File: config.mk
export PLATFORM = sky130hd
export DESIGN_NAME = msp_ctrl
export DESIGN_NICKNAME = d
export VERILOG_FILES = /design/src/design/msp_pkg.sv /design/src/design/msp_ctrl.sv
export SDC_FILE = /design/constraint.sdc
export NUM_CORES = 1
export LEC_CHECK = 0
export BUFFER_PORTS_ARGS = -buffer_cell sky130_fd_sc_hd__buf_2
export CAP_MARGIN = 30
export CORE_AREA = 5 5 43 45
export DETAILED_ROUTE_END_ITERATION = 12
export DIE_AREA = 0 0 48 50
export PLACE_DENSITY = 0.78
export SLEW_MARGIN = 20
export SYNTH_ARGS = -nofsm -noshare
export SYNTH_HDL_FRONTEND = slang
export SYNTH_SLANG_ARGS = --single-unit
File: constraint.sdc
create_clock -name aclk -period 1.4 [get_ports aclk]
set_input_delay 0.07 -clock aclk [delete_from_list [all_inputs] [get_ports aclk]]
set_output_delay 0.07 -clock aclk [all_outputs]
set_load 0.005 [all_outputs]
File: src/design/msp_pkg.sv
`timescale 1ns / 1ps
// ----------------------------------------------------------------------------
// msp_pkg: shared types and constants for the supersampled mandelbrot pixel
// Holds register indexes, reset values and the controller/datapath structs.
// ----------------------------------------------------------------------------
package msp_pkg;

    localparam int COORD_WIDTH_DEF   = 32;
    localparam int ITER_WIDTH_DEF    = 12;
    localparam int MAX_DIVISIONS_DEF = 8;

    // configuration register indexes
    localparam logic [1:0] REG_SS_ENABLE = 2'd0;
    localparam logic [1:0] REG_DIVISIONS = 2'd1;
    localparam logic [1:0] REG_SPACING   = 2'd2;
    localparam logic [1:0] REG_BUDGET    = 2'd3;

    localparam int CFG_DATA_WIDTH = 31;

    // register reset values
    localparam logic        RST_SS_ENABLE = 1'b1;
    localparam logic [3:0]  RST_DIVISIONS = 4'd4;
    localparam logic [30:0] RST_SPACING   = 31'd268435;
    localparam logic [11:0] RST_BUDGET    = 12'd255;

    // commands from controller to datapath
    typedef struct packed {
        logic load_pixel;   // capture centre, set up grid
        logic div_step;     // one step of the step or average divider
        logic avg_start;    // begin average division
        logic sample_start; // load sample point, clear z
        logic iterate;      // one complex iteration
        logic sample_done;  // accumulate sample result
        logic next_row;     // advance imag index
        logic next_col;     // advance real index, reset imag
    } msp_cmd_t;

    // status from datapath to controller
    typedef struct packed {
        logic escaped;      // current sample has escaped
        logic budget_hit;   // iteration counter reached budget
        logic row_last;     // imag index at last grid point
        logic col_last;     // real index at last grid point
    } msp_stat_t;

endpackage

File: src/design/msp_ctrl.sv
`timescale 1ns / 1ps
// ----------------------------------------------------------------------------
// msp_ctrl: sequencer for the mandelbrot pixel
// Steps through step division, sample grid, iteration loop and averaging.
// ----------------------------------------------------------------------------
module msp_ctrl
    import msp_pkg::*;
(
    input  logic      aclk,
    input  logic      aresetn,
    input  logic      in_beat,
    input  logic      out_free,
    input  msp_stat_t stat,
    output msp_cmd_t  cmd,
    output logic      busy,
    output logic      result_load
);

    localparam logic [2:0] ST_IDLE   = 3'd0;
    localparam logic [2:0] ST_DIVSTP = 3'd1;
    localparam logic [2:0] ST_SAMPLE = 3'd2;
    localparam logic [2:0] ST_ITER   = 3'd3;
    localparam logic [2:0] ST_NEXT   = 3'd4;
    localparam logic [2:0] ST_DIVAVG = 3'd5;
    localparam logic [2:0] ST_OUT    = 3'd6;

    // both divisions take this many single-bit steps
    localparam int DIV_STEPS = 40;

    logic [2:0] state_reg, state_next;
    logic [5:0] cnt_reg, cnt_next;

    // state register
    always_ff @(posedge aclk) begin
        if (!aresetn) begin
            state_reg <= ST_IDLE;
            cnt_reg   <= '0;
        end else begin
            state_reg <= state_next;
            cnt_reg   <= cnt_next;
        end
    end

    // next state and commands
    always_comb begin
        state_next  = state_reg;
        cnt_next    = cnt_reg;
        cmd         = '0;
        result_load = 1'b0;
        unique case (state_reg)
            ST_IDLE: begin
                if (in_beat) begin
                    cmd.load_pixel = 1'b1;
                    cnt_next       = '0;
                    state_next     = ST_DIVSTP;
                end
            end
            ST_DIVSTP: begin
                cmd.div_step = 1'b1;
                cnt_next     = cnt_reg + 6'd1;
                if (cnt_reg == 6'(DIV_STEPS - 1)) begin
                    state_next = ST_SAMPLE;
                end
            end
            ST_SAMPLE: begin
                cmd.sample_start = 1'b1;
                state_next       = ST_ITER;
            end
            ST_ITER: begin
                if (stat.escaped || stat.budget_hit) begin
                    cmd.sample_done = 1'b1;
                    state_next      = ST_NEXT;
                end else begin
                    cmd.iterate = 1'b1;
                end
            end
            ST_NEXT: begin
                if (!stat.row_last) begin
                    cmd.next_row = 1'b1;
                    state_next   = ST_SAMPLE;
                end else if (!stat.col_last) begin
                    cmd.next_col = 1'b1;
                    state_next   = ST_SAMPLE;
                end else begin
                    cmd.avg_start = 1'b1;
                    cnt_next      = '0;
                    state_next    = ST_DIVAVG;
                end
            end
            ST_DIVAVG: begin
                cmd.div_step = 1'b1;
                cnt_next     = cnt_reg + 6'd1;
                if (cnt_reg == 6'(DIV_STEPS - 1)) begin
                    state_next = ST_OUT;
                end
            end
            ST_OUT: begin
                if (out_free) begin
                    result_load = 1'b1;
                    state_next  = ST_IDLE;
                end
            end
            default: state_next = ST_IDLE;
        endcase
    end

    assign busy = (state_reg != ST_IDLE);

endmodule

Word level (Yosys, flattened, before mapping)
Cells that the tools add are included.
- register bits: 9
- output and inout port bits: 10
- word-level logic and storage cells: 52
- add/sub/neg operators: 1
- eq/ne operators: 14
- muxes and demuxes: 28
- reductions and logical operators: 7
- operators by type and width (operator ; count):
    2-to-1 mux 3 bit ; 7
    case mux 3 bit (7 select lines) ; 1
    2-to-1 mux 6 bit ; 3
    case mux 6 bit (3 select lines) ; 1
    2-to-1 mux 1 bit ; 14
    != test 2 bit, second input constant ; 7
    == test 3 bit, second input constant ; 3
    adder 6 x 1 -> 6 bit, second input constant ; 1
    == test 3 x 2 -> 1 bit, second input constant ; 2
    == test 6 bit, second input constant ; 1
    nonzero test 3 bit ; 2
    AND reduction 5 bit ; 1
    2-to-1 mux 2 bit ; 2
    AND reduction 4 bit ; 1
    == test 3 x 1 -> 1 bit, second input constant ; 1
    logical NOT 3 bit ; 1
    OR reduction 2 bit ; 1
    logical OR 1 bit ; 1

Logic depth before layout (Yosys ltp)
Gate-level depths: netlist of the first run.
- depth in word-level cells: 4
- mapped depth: 5
- mapped depth without buffers: 5

Worst setup path after synthesis of the first run
OpenSTA, ideal clock, no wires.
- path kind: register -> register
- start point: register cnt_reg[0]
- end point: register cnt_reg[2]
- library setup time: 0.118 ns
- arrival: 1.154 ns
- path slack: 0.127 ns
- cell stages (with the launch flop): 5
- period minus slack after synthesis: 1.273 ns
- cell sequence: dfxtp_1 -> ha_1 -> mux2_2 -> a22oi_1 -> nor2b_1
- word-level cells in the longest chain between the ends: 2
- RTL lines (what ; line ; source):
    start: declaration ; msp_ctrl.sv:31 ; logic [5:0] cnt_reg, cnt_next;
    start signal: assignment ; msp_ctrl.sv:40 ; cnt_reg <= cnt_next;
    adder 6 x 1 -> 6 bit ; msp_ctrl.sv:60, msp_ctrl.sv:92 ;
    case mux 6 bit (3 select lines) ; msp_ctrl.sv:50 ; unique case (state_reg)
No other way between the ends.
A chain may end at the register's enable or synchronous reset.

==> run_results.csv, run 1 <==
group,metric,value,unit
sta,rsz0062_at_grt,"true",
power_and_ir_drop,power_density,961,nW/um2
synthesis,synth_cell_type_count,43,
synthesis,async_reset_ff_share,0,%
place,gp_congestion,0.765,
place,dp_hpwl,1160,um
global_routing,antenna_found_initial,0,
sta,fin_crit_sh,97.0,%
global_routing,grt_busiest_layer,"met2",
synthesis,netlist_instances,83,
synthesis,synth_area_leader_cell,"dfxtp_1",
critical_path,r2r_start,"state_reg[0]$_SDFFE_PN0P_",
floorplan,initial_core_util,46.6,%
final_layout,largest_reg_flops,6,
critical_path,r2r_cells,5,
synthesis,yosysSeqAreaShare,26.9,%
floorplan,dieArea,2400,um2
synthesis,synth_xor_area_share,1.31,%
critical_path,critical_path.endpoint,"cmd[7]",
sta,drv_slew,0,
synthesis,ys_ff_latch,9,
clock_tree,cts_max_level,1,
clock_tree,root_buffer,"clkbuf_4",
global_routing,met1_usage,17.6,%
min_path,worstHoldPathType,"in2reg",
sta,slew_headroom,79.4,%
clock_tree,cts_tree,"yes",
route,drc,0,
floorplan,die_y,50,um
synthesis,synth_top_family_by_area,"simple AND/OR/NAND/NOR gates",
critical_path,reg2reg_to,"state_reg[2]$_SDFFE_PN0P_",
route,routed_via_density,5.59,
floorplan,fp.coreArea,1440,um2
global_routing,track_usage,15.3,%
final_layout,fin_cells,125,
clock_tree,cts.sinks,9,
place,placed_cell_area,758,um2
route,num_vias,699,
place,portBuffers,17,
sta,fin_skew,0.00331,ns
clock_tree,clockBufferDepth,2,
synthesis,yosys_warnings,0,
final_layout,area_growth,31.6,%
sta,worstMarginPinSlew,0.306,ns
final_layout,drive_gt1_share,44.0,%
route,wl_per_cell,13.0,um
sta,fmax,736,MHz
power_and_ir_drop,leakagePower,0.000417,uW
final_layout,design_area,881,um2
critical_path,crit_type,"reg2out",
synthesis,synthAdderAreaFrac,1.87,%
synthesis,muxShareOfSynthArea,3.18,%
route,dr.pass1.iters,4,
synthesis,synth_nets,92,
route,drt_iter0_drc,10,
synthesis,synth_commonest_cells,"nor2_1 (10), dfxtp_1 (9), nand2_1 (7)",
clock_tree,clk_latency,0.26,ns
critical_path,rrSetupSlack,0.10,ns
floorplan,rows,14,
place,dp.cells,114,
clock_tree,cts_buffers,3,
sta,finalCriticalPeriod,1.36,ns
final_layout,n_fill_cell,134,
synthesis,yosys.area_share.simple,36.4,%
critical_path,critPathLaunch,"state_reg[1]$_SDFFE_PN0P_",
critical_path,critPathRequiredTime,1.33,ns
global_routing,grt_pass1_vias,627,
synthesis,ys_top_cells_by_area,"dfxtp_1 (27%), nor2_1 (5.6%), a22oi_1 (4.5%), nand2_1 (3.9%), nand4b_4 (3.6%)",
run,maxCapViolations,0,
synthesis,syn_area_per_cell,8.06,um2
global_routing,use_met3,8.00,%
critical_path,crit_path_end_kind,"primary output",
synthesis,synth_top_area_share,26.9,%
synthesis,synth_area,669,um2
status,status,"finished clean",
global_routing,grt_use_met2,23.3,%
critical_path,startpoint_type,"flip-flop",
synthesis,synth.most_common_cell,"nor2_1",
synthesis,synth_edf_count,0,
synthesis,synth_compound_area_share,23.9,%
floorplan,ios,18,
critical_path,cp_max_fo,6,
global_routing,grt_max_degree,14,
final_layout,final_nets,119,
sta,finalHoldViolations,0,
global_routing,grt_remaining_overflow,0,
final_layout,final_core_util,61.3,%
final_layout,antenna_cells,0,
synthesis,synthFlopType,"dfxtp_1",
sta,whs,0.118,ns
clock_tree,cts.clk_slew.worst_paths,0.06,ns
critical_path,worst_ep_arrival_time,1.29,ns
route,antenna_left,0,
route,wl,1620,um
power_and_ir_drop,power,847,uW
sta,finalSetupViolCount,0,
power_and_ir_drop,vdd_ir_drop_max,0.733,mV
global_routing,grt_pass1_wl,2590,um
floorplan,die_w,48,um
layer usage:
layer  wire length [um]  vias to the layer above
met3                 76                        0
met2                814                       12
met4                  0                        0
li1                   -                      355
met1                730                      332
met5                  0                        -
cell usage in the layout, fill, tap and decap left out, types with 2 or more instances in the layout:
cell      netlist  final
a21oi_1         2      2
a22oi_1         4      4
buf_2           1     17
buf_4           0      8
clkbuf_4        0      3
dfxtp_1         9      6
dfxtp_4         0      3
inv_1           2      2
nand2_1         7      7
nand3_1         4      4
nor2_1         10      9
nor2_2          1      2
nor2b_1         3      3
nor3_2          1      2
nor3b_1         2      2
o21ai_0         4      4
cells by family (layout without fill, tap and decap cells):
group	count (synthesis)	after routing
buffers and inverters	7	33
adder cells (fa/ha/maj)	1	1
flip-flops	9	9
multiplexers	2	2
XOR/XNOR	1	1
AND/OR/NAND/NOR	41	41
AO/OA/AOI/OAI	22	22
report_power, final:
group          internal [uW]  switching [uW]
registers                279            28.5
clock network            106            94.9
logic                    173             166
total                    557             290
area by class of cell:
| class | instances | area [um2] | area share, % |
|---|---|---|---|
| clock inverter | 1 | 5.00 | 0.568 |
| sequential | 9 | 191 | 21.7 |
| clock buffer | 3 | 22.5 | 2.56 |
| tap | 16 | 20.0 | 2.27 |
| multi-input combinational | 67 | 474 | 53.8 |
| timing repair buffer | 26 | 156 | 17.8 |
| inverter | 3 | 11.3 | 1.28 |
timing repair:
action                     4_1_cts  5_1_grt
resized for setup                8        5
buffers inserted                 3        5
setup endpoints to repair        5        5
pin swaps                        2        1
hold buffers                     0        0
through the flow:
stage          worst slack, ns  TNS, ns
2_1_floorplan            0.127        0
3_3_place_gp            0.0978        0
3_5_place_dp            0.0692        0
4_1_cts                0.00198        0
5_1_grt                -0.0129  -0.0129
6_report                0.0415        0
worst max-delay path, stage by stage, from the launching register on:
cell and delay (ns):
dfxtp_4 0.36, buf_6 0.13, or3_4 0.34, nor2_2 0.08, buf_2 0.11
how the worst min path moves through the flow:
stage	slack [ns]	depth (start not counted)	to	from
floorplan	0.17	1	cmd[1]	stat[1]
global placement	0.38	3	state_reg[2]$_SDFFE_PN0P_	in_beat
detailed placement	0.39	3	state_reg[2]$_SDFFE_PN0P_	in_beat
CTS	0.11	3	state_reg[2]$_SDFFE_PN0P_	in_beat
global route	0.12	3	state_reg[2]$_SDFFE_PN0P_	in_beat
finish	0.12	3	state_reg[2]$_SDFFE_PN0P_	in_beat
Note: power is estimated with default switching activity, not from simulation.
==> inputs of run 2 (changes only) <==
BUFFER_PORTS_ARGS = -buffer_cell sky130_fd_sc_hd__clkbuf_2   (was -buffer_cell sky130_fd_sc_hd__buf_2)
==> run 2 against run 1 <==
  * The flow now finishes with violations (negative setup slack)
  * Non-clock buffer count decreased by 2
  * Utilization decreased by 0.44 points
  * Wire length fell by 1.0%
  * Maximum frequency shrank 4.0%
  * Combinational power fell by 2%
  * Sequential power hardly changed
  * Largest cell class unchanged
  * Highest routed layer is now met4
==> run_results.csv, run 2 (synthesized netlist as in run 1, its figures left out) <==
group,metric,value,unit
status,status,"finished, violations left",
status,violations,"negative setup slack",
critical_path,reg2reg_to,"cnt_reg[2]$_SDFFE_PN0P_",
final_layout,fin_cells,123,
route,wl,1600,um
final_layout,final_cell_mix,"clkbuf_2 (16), nor2_1 (9), nand2_1 (7)",
route,dr.pass1.iters,4,
critical_path,rrSetupSlack,0.10,ns
clock_tree,root_buffer,"clkbuf_4",
critical_path,cp_max_fo,4,
clock_tree,cts_buffers,3,
power_and_ir_drop,leakagePower,0.000403,uW
global_routing,track_usage,14.0,%
clock_tree,cts_tree,"yes",
route,antenna_left,0,
route,drc,0,
place,dp_hpwl,1140,um
clock_tree,cts_hold_buf,0,
global_routing,antenna_found_initial,0,
critical_path,critPathRequiredTime,1.33,ns
place,gp_congestion,0.783,
critical_path,r2r_cells,4,
sta,fin_skew,0.00263,ns
floorplan,ios,18,
min_path,min_from,"in_beat",
critical_path,critPathLaunch,"state_reg[0]$_SDFFE_PN0P_",
critical_path,startpoint_type,"flip-flop",
global_routing,grt_use_met2,21.8,%
critical_path,worst-path-buf-inv,2,
critical_path,crit_slowest_cell,"or3_4",
sta,fmax,707,MHz
sta,fin_crit_sh,101,%
run,maxCapViolations,0,
final_layout,n_fill_cell,128,
final_layout,area_growth,30.7,%
global_routing,use_met3,6.55,%
place,dp.cells,114,
floorplan,rows,14,
sta,finalHoldViolations,0,
sta,finalCriticalPeriod,1.41,ns
floorplan,fp.coreArea,1440,um2
sta,timing.final.ws_setup,-0.0145,ns
clock_tree,cts.sinks,9,
critical_path,worst_ep_arrival_time,1.34,ns
final_layout,final_nets,117,
min_path,worstHoldPathType,"in2reg",
route,drt_iter0_drc,12,
sta,finalSetupViolCount,1,
route,num_vias,703,
sta,drv_slew,0,
global_routing,grt_busiest_layer,"met2",
critical_path,r2r_start,"cnt_reg[0]$_SDFFE_PN0P_",
critical_path,max_stage_delay,0.38,ns
critical_path,crit_path_end_kind,"primary output",
final_layout,final_common_cell,"clkbuf_2",
final_layout,antenna_cells,0,
floorplan,dieArea,2400,um2
min_path,hold_depth,3,
floorplan,die_w,48,um
power_and_ir_drop,power_density,960,nW/um2
sta,rsz0062_at_grt,"true",
min_path,min_to,"state_reg[2]$_SDFFE_PN0P_",
clock_tree,cts_max_level,1,
critical_path,cp_cell_sequence,"buf_6, or3_4, nor2_2, buf_2",
route,routed_via_density,5.72,
place,portBuffers,17,
critical_path,cp_top_family,"simple AND/OR/NAND/NOR gates",
sta,whs,0.127,ns
global_routing,met1_usage,17.4,%
global_routing,grt_pass1_vias,612,
power_and_ir_drop,vdd_ir_drop_max,0.705,mV
clock_tree,clockBufferDepth,2,
sta,slew_headroom,81.6,%
route,wl_per_cell,13.0,um
sta,worstMarginPinSlew,0.274,ns
global_routing,grt_remaining_overflow,0,
global_routing,grt_max_degree,14,
critical_path,crit_type,"reg2out",
clock_tree,cts.clk_slew.worst_paths,0.06,ns
floorplan,initial_core_util,46.6,%
global_routing,grt_pass1_wl,2480,um
sta,tns,-0.0145,ns
final_layout,largest_reg_flops,6,
final_layout,drive_gt1_share,43.9,%
floorplan,die_y,50,um
clock_tree,clk_latency,0.26,ns
## run 2: power breakdown
group | switching [uW] | leakage, uW | internal [uW] | total (uW)
Clock | 93.0 | 0.0000177 | 105 | 198
Combinational | 166 | 0.000311 | 166 | 332
Sequential | 30.0 | 0.0000752 | 279 | 309
## run 2: per-layer routing
metal | wire length (um) | vias to the layer above
met5 | 0 | -
met4 | 14 | 0
met3 | 80 | 2
met2 | 792 | 15
met1 | 716 | 334
li1 | - | 352
## run 2: how the worst max path moves through the flow
stage / slack [ns] / to / depth (start not counted)
5_1_grt: -0.06 / cmd[7] / 4
3_3_place_gp: 0.09 / state_reg[2]$_SDFFE_PN0P_ / 4
3_5_place_dp: 0.06 / cnt_reg[2]$_SDFFE_PN0P_ / 4
2_1_floorplan: 0.13 / cnt_reg[2]$_SDFFE_PN0P_ / 4
6_report: -0.01 / cmd[7] / 4
4_1_cts: -0.07 / cmd[7] / 4
## run 2: timing repair
| action | CTS | global route |
|---|---|---|
| pin swaps | 0 | 2 |
| endpoints found under the setup margin | 7 | 6 |
| setup buffers | 0 | 5 |
| resized for setup | 4 | 11 |
## run 2: worst register-to-register path, delay by kind of cell, from the launching register on
family | cells | cell delay [ns]
AOI/OAI and AO/OA | 1 | 0.20
adders and majority gates | 1 | 0.19
muxes | 1 | 0.33
and+or+nand+nor | 1 | 0.07
DFF | 1 | 0.41
## run 2: cell type report
class / instances / area, um2 / share of cell area (%)
Tap cell: 16 / 20.0 / 2.29
Inverter: 3 / 11.3 / 1.29
Clock inverter: 1 / 5.00 / 0.572
Timing Repair Buffer: 24 / 145 / 16.6
Sequential cell: 9 / 191 / 21.9
Clock buffer: 3 / 22.5 / 2.58
Multi-Input combinational cell: 67 / 479 / 54.8
## run 2: per-stage QoR
step / power, uW / setup WS, ns / utilization [%] / instance area, um2
floorplan: 502 / 0.127 / - / 669
finish: 839 / -0.0145 / 60.9 / 875
global placement: 575 / 0.0940 / 52.8 / 758
global route: 900 / -0.0565 / 60.9 / 875
CTS: 789 / -0.0657 / 55.1 / 792
detailed placement: 581 / 0.0584 / 52.8 / 758
==> inputs of run 3 (changes only) <==
--- a/config.mk
+++ b/config.mk
@@ -6,10 +6,10 @@
 export NUM_CORES = 1
 export LEC_CHECK = 0
-export BUFFER_PORTS_ARGS = -buffer_cell sky130_fd_sc_hd__clkbuf_2
 export CAP_MARGIN = 30
 export CORE_AREA = 5 5 43 45
 export DETAILED_ROUTE_END_ITERATION = 12
 export DIE_AREA = 0 0 48 50
-export PLACE_DENSITY = 0.78
+export DONT_BUFFER_PORTS = 1
+export PLACE_DENSITY = 0.67
 export SLEW_MARGIN = 20
 export SYNTH_ARGS = -nofsm -noshare
==> constraint.sdc (replaced) <==
create_clock -name aclk -period 1.4 [get_ports aclk]
set_input_delay 0.35 -clock aclk [delete_from_list [all_inputs] [get_ports aclk]]
set_output_delay 0.35 -clock aclk [all_outputs]
set_load 0.005 [all_outputs]
==> run 3 against run 2 <==
  * Wire length is 1.1% lower
  * The flow still finishes with violations (negative setup slack)
  * Critical path type unchanged
  * Register-to-register slack worse by 0.05 ns
  * Critical path depth is 2 lower
  * Non-clock buffer count is 12 lower
  * Sequential cell count stayed put
  * Sequential power is 2% lower
  * Combinational power is 6% higher
  * Sequential share of layout area is 0.075 points lower
  * Final cell count is 9.8% lower
  * First-iteration DRC count is 8.3% lower
  * Highest routed layer unchanged
  * Via count is 9.2% lower
  * Global-route usage is 1.0 points higher
==> run_results.csv, run 3 (synthesized netlist as in run 1, its figures left out) <==
group,metric,value,unit
status,status,"finished, violations left",
status,violations,"negative setup slack",
global_routing,grt_pass1_vias,591,
route,num_vias,638,
power_and_ir_drop,leakagePower,0.000362,uW
global_routing,grt_pass1_wl,2700,um
place,pre_cts_slack,0.0618,ns
critical_path,startpoint_type,"flip-flop",
sta,worstMarginPinSlew,0.281,ns
critical_path,worst-path-buf-inv,0,
clock_tree,clockBufferDepth,2,
final_layout,antenna_cells,0,
critical_path,cp_top_family,"simple AND/OR/NAND/NOR gates",
clock_tree,cts_tree,"yes",
sta,slew_headroom,81.1,%
route,drc,0,
clock_tree,cts.sinks,9,
clock_tree,cts_buffers,3,
final_layout,largest_reg_flops,6,
clock_tree,root_buffer,"clkbuf_4",
critical_path,crit_type,"reg2out",
final_layout,multi_input_area,543,um2
place,dp_hpwl,1130,um
final_layout,n_fill_cell,123,
route,wl_per_cell,14.3,um
final_layout,area_growth,32.0,%
final_layout,final_common_cell,"buf_4",
global_routing,grt_max_degree,13,
sta,drv_slew,0,
floorplan,dieArea,2400,um2
clock_tree,cts_max_level,1,
sta,fin_skew,0.000545,ns
sta,timing.final.ws_setup,-0.0892,ns
critical_path,critPathRequiredTime,1.05,ns
floorplan,die_w,48,um
run,maxCapViolations,0,
critical_path,cp_cell_sequence,"or3_4, nor2_4",
floorplan,ios,18,
global_routing,track_usage,15.0,%
clock_tree,cts.clk_slew.worst_paths,0.06,ns
place,gp_congestion,0.731,
final_layout,drive_gt1_share,48.4,%
critical_path,worst_ep_arrival_time,1.14,ns
route,dr.pass1.iters,4,
power_and_ir_drop,vdd_ir_drop_max,0.687,mV
critical_path,cp_max_fo,6,
sta,fmax,671,MHz
clock_tree,clk_latency,0.26,ns
sta,rsz0062_at_grt,"true",
place,portBuffers,0,
sta,finalCriticalPeriod,1.49,ns
floorplan,fp.coreArea,1440,um2
min_path,worstHoldPathType,"in2reg",
final_layout,final_core_util,61.5,%
final_layout,final_cell_mix,"buf_4 (12), nor2_1 (7), nand2_1 (6)",
final_layout,regArea,193,um2
power_and_ir_drop,power_density,963,nW/um2
sta,fin_crit_sh,106,%
critical_path,max_stage_delay,0.43,ns
route,antenna_left,0,
sta,finalSetupViolCount,6,
power_and_ir_drop,power,850,uW
floorplan,initial_core_util,46.6,%
floorplan,rows,14,
global_routing,grt_remaining_overflow,0,
final_layout,final_nets,105,
route,routed_via_density,5.75,
route,drt_iter0_drc,11,
sta,finalHoldViolations,0,
global_routing,antenna_found_initial,0,
critical_path,crit_path_end_kind,"primary output",
critical_path,crit_slowest_cell,"or3_4",
route,wl,1590,um
floorplan,die_y,50,um
## run 3: worst paths after layout
| check | from | to | slack [ns] | depth (start not counted) |
|---|---|---|---|---|
| setup reg to reg | state_reg[2]$_SDFFE_PN0P_ | cnt_reg[3]$_SDFFE_PN0P_ | 0.05 | 6 |
| hold / removal | aresetn | state_reg[1]$_SDFFE_PN0P_ | 0.20 | 1 |
| hold reg to reg | cnt_reg[3]$_SDFFE_PN0P_ | cnt_reg[3]$_SDFFE_PN0P_ | 0.54 | 2 |
| setup / recovery | state_reg[2]$_SDFFE_PN0P_ | cmd[7] | -0.09 | 2 |
## run 3: power breakdown
group | leakage [uW] | internal [uW] | switching (uW)
combinational | 0.000271 | 173 | 178
clock | 0.0000150 | 110 | 87.7
sequential | 0.0000757 | 279 | 23.4
## run 3: cell type report
class	instances	area share, %
clock buffers	4	2.97
inverters	3	1.27
multi-input cells	67	61.5
flip-flops and latches	9	21.8
well taps	16	2.27
repair buffers	12	10.2
## run 3: through the flow
stage          hold WS [ns]  cells  cell area, um2  setup TNS (ns)
4_1_cts               0.195    109             791          -0.476
2_1_floorplan         0.483     83             669               0
3_3_place_gp          0.471    102             711               0
6_report              0.201    111             883          -0.306
5_1_grt               0.199    111             883          -0.715
3_5_place_dp          0.473    102             711               0
## run 3: layer usage
metal | vias to the layer above | GRT usage (%) | wire length (um)
li1 | 324 | - | -
met2 | 15 | 20.3 | 764
met1 | 295 | 22.5 | 738
met4 | 0 | 4.04 | 23
met5 | - | 0 | 0
met3 | 4 | 4.73 | 60
## run 3: what timing repair did
| action | in CTS | in global routing |
|---|---|---|
| resized for setup | 10 | 18 |
| hold buffers | 0 | 0 |
| setup buffers | 3 | 2 |
| pin swaps | 1 | 6 |
| endpoints found under the setup margin | 10 | 17 |
